`src/rv64ex_pkg.sv`:
```
// Shared types, codes and step functions of the rv64im execute unit.
// No dependencies.
package rv64ex_pkg;

  localparam int NCELLS         = 32;
  localparam int STEPS_PER_CELL = 2;

  // operation codes
  localparam logic [5:0] OP_AUIPC = 6'd0;
  localparam logic [5:0] OP_LUI   = 6'd1;
  localparam logic [5:0] OP_ADD   = 6'd2;
  localparam logic [5:0] OP_MUL   = 6'd3;
  localparam logic [5:0] OP_SUB   = 6'd4;
  localparam logic [5:0] OP_OR    = 6'd5;
  localparam logic [5:0] OP_XOR   = 6'd6;
  localparam logic [5:0] OP_AND   = 6'd7;
  localparam logic [5:0] OP_SLT   = 6'd8;
  localparam logic [5:0] OP_SLTU  = 6'd9;
  localparam logic [5:0] OP_SLL   = 6'd10;
  localparam logic [5:0] OP_SRL   = 6'd11;
  localparam logic [5:0] OP_SRA   = 6'd12;
  localparam logic [5:0] OP_DIV   = 6'd13;
  localparam logic [5:0] OP_DIVU  = 6'd14;
  localparam logic [5:0] OP_REM   = 6'd15;
  localparam logic [5:0] OP_REMU  = 6'd16;
  localparam logic [5:0] OP_ADDW  = 6'd17;
  localparam logic [5:0] OP_MULW  = 6'd18;
  localparam logic [5:0] OP_SUBW  = 6'd19;
  localparam logic [5:0] OP_SLLW  = 6'd20;
  localparam logic [5:0] OP_SRLW  = 6'd21;
  localparam logic [5:0] OP_SRAW  = 6'd22;
  localparam logic [5:0] OP_DIVW  = 6'd23;
  localparam logic [5:0] OP_DIVUW = 6'd24;
  localparam logic [5:0] OP_REMW  = 6'd25;
  localparam logic [5:0] OP_REMUW = 6'd26;
  localparam logic [5:0] OP_JAL   = 6'd27;
  localparam logic [5:0] OP_JALR  = 6'd28;
  localparam logic [5:0] OP_BEQ   = 6'd29;
  localparam logic [5:0] OP_BNE   = 6'd30;
  localparam logic [5:0] OP_BLT   = 6'd31;
  localparam logic [5:0] OP_BGE   = 6'd32;
  localparam logic [5:0] OP_BLTU  = 6'd33;
  localparam logic [5:0] OP_BGEU  = 6'd34;
  localparam logic [5:0] OP_LD    = 6'd35;
  localparam logic [5:0] OP_LW    = 6'd36;
  localparam logic [5:0] OP_LH    = 6'd37;
  localparam logic [5:0] OP_LB    = 6'd38;
  localparam logic [5:0] OP_LWU   = 6'd39;
  localparam logic [5:0] OP_LHU   = 6'd40;
  localparam logic [5:0] OP_LBU   = 6'd41;
  localparam logic [5:0] OP_SD    = 6'd42;
  localparam logic [5:0] OP_SW    = 6'd43;
  localparam logic [5:0] OP_SH    = 6'd44;
  localparam logic [5:0] OP_SB    = 6'd45;

  // instruction classes
  localparam logic [3:0] CLS_ALU     = 4'd0;
  localparam logic [3:0] CLS_AUIPC   = 4'd1;
  localparam logic [3:0] CLS_LUI     = 4'd2;
  localparam logic [3:0] CLS_JAL     = 4'd3;
  localparam logic [3:0] CLS_JALR    = 4'd4;
  localparam logic [3:0] CLS_BRANCH  = 4'd5;
  localparam logic [3:0] CLS_LOAD    = 4'd6;
  localparam logic [3:0] CLS_STORE   = 4'd7;
  localparam logic [3:0] CLS_INVALID = 4'd8;

  // which iterative unit a word uses in the cell chain
  localparam logic [1:0] UNIT_NONE = 2'd0;
  localparam logic [1:0] UNIT_MUL  = 2'd1;
  localparam logic [1:0] UNIT_DIV  = 2'd2;

  localparam logic [63:0] LUI_MASK = 64'hffff_ffff_ffff_f000;

  typedef struct packed {
    logic [63:0] result;
    logic [63:0] next_pc;
    logic        taken;
    logic [63:0] mem_address;
    logic [3:0]  mem_bytes;
    logic        mem_signed;
    logic [3:0]  op_class;
    logic        fault;
    logic [1:0]  unit;
    logic        want_rem;
    logic        w_form;
    logic        neg_q;
    logic        neg_r;
    logic        div_zero;
  } meta_t;

  // acc: product / partial remainder; opd: multiplicand / divisor;
  // sh: multiplier bits / dividend shifting into quotient
  typedef struct packed {
    logic [63:0] acc;
    logic [63:0] opd;
    logic [63:0] sh;
  } arith_t;

  typedef struct packed {
    meta_t  m;
    arith_t a;
  } stage_t;

  function automatic logic [63:0] sext32(logic [63:0] x);
    return {{32{x[31]}}, x[31:0]};
  endfunction

  // one radix-2 step of shift-add multiply or restoring divide
  function automatic arith_t arith_step(arith_t s, logic [1:0] unit);
    arith_t      n;
    logic [64:0] t;
    logic [64:0] diff;
    n    = s;
    t    = {s.acc, s.sh[63]};
    diff = t - {1'b0, s.opd};
    case (unit)
      UNIT_DIV: begin
        if (t >= {1'b0, s.opd}) begin
          n.acc = diff[63:0];
          n.sh  = {s.sh[62:0], 1'b1};
        end else begin
          n.acc = t[63:0];
          n.sh  = {s.sh[62:0], 1'b0};
        end
      end
      UNIT_MUL: begin
        if (s.sh[0]) begin
          n.acc = s.acc + s.opd;
        end
        n.opd = {s.opd[62:0], 1'b0};
        n.sh  = {1'b0, s.sh[63:1]};
      end
      default: begin
        n = s;
      end
    endcase
    return n;
  endfunction

endpackage

```
`src/rv64ex_back.sv`:
```
// Result finish: quotient/remainder sign fix, W-form extension, final select.
// Uses rv64ex_pkg.
module rv64ex_back import rv64ex_pkg::*; (
  input  stage_t      st,
  output logic [63:0] result
);

  logic [63:0] q;
  logic [63:0] r;
  logic [63:0] v;

  assign q = st.m.neg_q ? (64'd0 - st.a.sh) : st.a.sh;
  assign r = st.m.neg_r ? (64'd0 - st.a.acc) : st.a.acc;

  always_comb begin
    case (st.m.unit)
      UNIT_MUL: v = st.a.acc;
      UNIT_DIV: v = st.m.div_zero ? st.m.result : (st.m.want_rem ? r : q);
      default:  v = st.m.result;
    endcase
    result = st.m.w_form ? sext32(v) : v;
  end

endmodule

```
`config.mk`:
```
export PLATFORM = sky130hd
export DESIGN_NAME = rv64ex_back
export DESIGN_NICKNAME = d
export VERILOG_FILES = /design/src/rv64ex_pkg.sv /design/src/rv64ex_back.sv
export SDC_FILE = /design/constraint.sdc
export NUM_CORES = 1
export LEC_CHECK = 0
export ABC_AREA = 1
export BUFFER_PORTS_ARGS = -buffer_cell sky130_fd_sc_hd__buf_2
export CAP_MARGIN = 40
export CORE_AREA = 2 2 180 182
export DETAILED_ROUTE_END_ITERATION = 10
export DIE_AREA = 0 0 182 184
export PLACE_DENSITY_LB_ADDON = 0.15
export REMOVE_ABC_BUFFERS = 1
export SYNTH_ARGS = -nofsm -noshare
export SYNTH_HDL_FRONTEND = slang
export SYNTH_SLANG_ARGS = --single-unit
```
`constraint.sdc`:
```
create_clock -name vclk -period 1.4
set_input_delay 0 -clock vclk [all_inputs]
set_output_delay 0 -clock vclk [all_outputs]
set_load 0.1 [all_outputs]
```
Yosys cells after proc, flatten, opt, wreduce, memory -nomap -nowiden
Cells that the tools add are included.
W data, S select, Z words.
{ "word_totals": {"output_inout_bits": 64, "elab_cells": 10, "inputBits": 402, "reg_bits": 0} }
{ "op_classes": {"n_addsub": 2, "n_mux": 6, "eq_ne": 2} }
{ "op_table": {"columns": ["cell", "count"], "rows": [
  ["$mux W64", 5],
  ["$pmux W64 S2", 1],
  ["$sub A1 B64 Y64 const A", 2],
  ["$eq A2 B1 Y1 const B", 1],
  ["$eq A2 B2 Y1 const B", 1]
]} }

Depth between registers and ports, before layout
{ "logic_depth": {"word_depth": 6, "mapped_depth": 15, "mapped_depth_nobuf": 15} }

Worst setup path after synthesis
No wires, ideal clock.
{ "synth_path": {"kind": "in2out", "startpoint": "input st[130] (netlist name)", "endpoint": "output result[31]", "path_buffers": 0, "cell_stages": 11, "setup_slack_ns": -1.621, "t_arrival_ns": 3.021, "path_cell_list": "inv_1 -> nand3_1 -> nor2_4 -> nand2_2 -> inv_2 -> nand2_2 -> nand3_1 -> nand3_1 -> nand3_1 -> nand2_1 -> a21boi_0"} }
{ "synth_via": {"elab_chain_cells": 6} }
{ "synth_rtl": {"columns": ["element", "line", "rtl"], "rows": [
  ["start, declared", "rv64ex_back.sv:4", "input stage_t st,"],
  ["$sub A1 B64 Y64", "rv64ex_back.sv:13", "assign r = st.m.neg_r ? (64'd0 - st.a.acc) : st.a.acc;"],
  ["$mux W64", "rv64ex_back.sv:13", null],
  ["$mux W64 (2 in series)", "rv64ex_back.sv:18", "UNIT_DIV: v = st.m.div_zero ? st.m.result : (st.m.want_rem ? r : q);"],
  ["$pmux W64 S2", "rv64ex_back.sv:16", "case (st.m.unit)"],
  ["$mux W64", "rv64ex_back.sv:21", "result = st.m.w_form ? sext32(v) : v;"],
  ["end, declared", "rv64ex_back.sv:5", "output logic [63:0] result"]
]} }
No other way between the ends.

Final worst setup path
{ "layout_path": {"startpoint": "input st[18] (netlist name)", "endpoint": "output result[42]"} }
{ "layout_via": {"elab_chain_cells": 6} }
{ "layout_rtl": {"columns": ["element", "line", "rtl"], "rows": [
  ["$sub A1 B64 Y64", "rv64ex_back.sv:12", "assign q = st.m.neg_q ? (64'd0 - st.a.sh) : st.a.sh;"],
  ["$mux W64", "rv64ex_back.sv:12", null],
  ["$mux W64 (2 in series)", "rv64ex_back.sv:18", null],
  ["$pmux W64 S2", "rv64ex_back.sv:16", null],
  ["$mux W64", "rv64ex_back.sv:21", null]
]} }
No other way between the ends.

==> results.tsv <==
stage	metric	value	unit
synth	sequential cell area fraction in the yosys report	0	%
power_and_ir_drop	VDD IR max	0.456	mV
synth	Syn Area/Cell	4.48	µm²
grt	largest net degree at the start of global routing	38	
route	final WL	48200	µm
timing	setup_tns	-20860	ps
route	drt pass-1 iters	5	
synth	Post-Synthesis Cells	1548	
synth	Netlist cell types	37	
grt	met2 Usage GRT	45.4	%
grt	GRT Resource Usage Total	27.2	%
floorplanning	die height	184	µm
cells_and_area	# clk buffers	0	
timing	maximum clock rate	540	MHz
cells_and_area	final sequential cell count	0	
job	Max Cap Viol	0	
placement	port bufs	263	
floorplanning	Placeable Area	31400	µm²
synth	synth top area cells	nand2_1 (26%), nand3_1 (18%), nor2_1 (17%)	
worst_setup_path	Worst Path Arrival	1850	ps
worst_hold_path	Worst Hold Class	primary input to output pin	
synth	Warnings, synthesis	0	
grt	gr busiest metal	met2	
worst_setup_path	Crit Path Max Fanout	7	
timing	Hold Slack	411	ps
timing	Rel. slew slack	68.5	%
cells_and_area	final core utilization	49.8	%
floorplanning	Initial Utilization	22.1	%
synth	Yosys top cell area share	26.1	%
cells_and_area	commonest non-fill, non-tap cell in the layout	buf_4	
floorplanning	number of top-level pins	466	
timing	Hold Fails Final Rpt	0	
placement	dpl hpwl	37900	µm
floorplanning	# rows	65	
synth	Synth Area in Simple Gates	68.1	%
timing	final setup violation count	61	
synth	Post-Synth XOR/XNOR Area	0.126	%
synth	Compound-Gate Fraction of Synth Area	19.4	%
grt	initial antenna violation count	1	
synth	adder-cell share of the synthesized area	0.721	%
grt	Congestion Overflow GR	0	
placement	GPL Wtd Cong	0.974	
power_and_ir_drop	Final Total Pwr	7.51	mW
route	DR vias/cell	5.09	
timing	period utilisation layout	132	%
synth	largest family of logic cells by synthesized area	simple AND/OR/NAND/NOR gates	
route	via count	13300	
worst_setup_path	Setup CP Type	primary input to output pin	
floorplanning	DIE AREA	33500	µm²
run_status	failing checks	setup timing	
power_and_ir_drop	Pleak	7.31	nW
route	WL per Instance	18.5	µm
power_and_ir_drop	PD cells	480	nW/µm²
run_status	status	finished, violations left	
floorplanning	Die W	182	µm
route	Post-DRT Antenna Nets	0	
timing	RSZ-0062 raised after global routing	yes	
grt	met1 usage	35.2	%
synth	mux cell area share after synthesis	0	%
cells_and_area	fraction of layout cells with a size suffix above 1	49.9	%
route	initial DRC count	1035	
cells_and_area	most frequent cells in the layout	buf_4 (389), nand2_1 (356), nor2_1 (232)	
grt	first-pass GRT wire length	70900	µm
synth	post-synthesis cell area	6940	µm²
timing	minimum clock period	1850	ps
worst_setup_path	CP Capture Type	output pin	
timing	Slew Viols, Final	0	
timing	Tightest Pin Transition	468	ps
synth	Yosys top cell by area	nand2_1	
cells_and_area	area grow syn2layout	125	%
worst_setup_path	crit start category	primary input	
route	DRC viols	0	
grt	met3 Use GR	2.52	%
timing	final worst slack	-453	ps
worst_setup_path	Worst EP required	1400	ps
cells_and_area	Seq. cell area	0	µm²
cells_and_area	fin nets	2613	
grt	number of global-route vias before repair	12900	
[through the flow]
step / cell area [µm²] / instances / worst slack, ps
floorplan: 6620 / 1475 / -2640
global placement: 12700 / 2543 / -694
detailed placement: 12700 / 2543 / -696
CTS: 14800 / 2586 / -428
global route: 15600 / 2607 / -550
finish: 15600 / 2608 / -453
[timing repair]
item / CTS / global route
buffers inserted: 44 / 28
cloned: 4 / 2
hold buffers: 0 / 0
resized for setup: 466 / 203
setup endpoints to repair: 64 / 64
pin swaps: 120 / 141
[cells by family (layout without fill, tap and decap cells)]
| family | after synthesis | after routing |
|---|---|---|
| AND/OR/NAND/NOR | 1118 | 1118 |
| AO/OA/AOI/OAI | 222 | 222 |
| buffers and inverters | 203 | 860 |
| adder cells (fa/ha/maj) | 4 | 4 |
| XOR/XNOR | 1 | 1 |
| other | 0 | 1 |
[layer usage]
metal | share of wire [%] | vias to the layer above
met5 | 0.023 | -
met2 | 46 | 558
met1 | 42 | 6135
met4 | 5.3 | 2
met3 | 6.6 | 109
li1 | - | 6483
[cells in the mapped netlist (5+ instances only)]
master and instances:
a21oi_1 64, buf_2 13, nor2_2 10, nand3b_1 12, nor2_1 305, buf_1 17
nand3_1 247, a31oi_1 15, o21ai_0 77, nor3_1 21, inv_1 125, clkbuf_1 39
a221oi_1 38, nand2_1 483, nand4_1 25, nand2_2 5, o211ai_1 12
[cell type report]
class / count / area [µm²]
Tap cell: 402 / 503
Multi-Input combinational cell: 1345 / 7970
Inverter: 130 / 534
Antenna cell: 1 / 2.50
Timing Repair Buffer: 730 / 6620
Fill cell: 3317 / 15800
[where the power goes]
part / internal (mW) / switching (mW)
logic: 2.96 / 4.54
clock network: 0.0000000960 / 0
registers: 0 / 0
[critical path: stages]
cell and delay (ps):
buf_6 100, buf_4 130, inv_2 60, nand2_2 60, nor2_2 170, nand2_2 100
nor2_4 220, nand4_1 270, nand2_1 130, nand2_1 70, nand3_2 100, nand3_2 90
nand2_2 70, nand2_2 70, nand2_4 70, buf_12 170
[final timing paths]
kind | depth (start not counted) | start | endpoint
worst max-delay path | 16 | st[18] | result[42]
worst min-delay path | 4 | st[339] | result[1]
(Power assumes the default switching activity.)
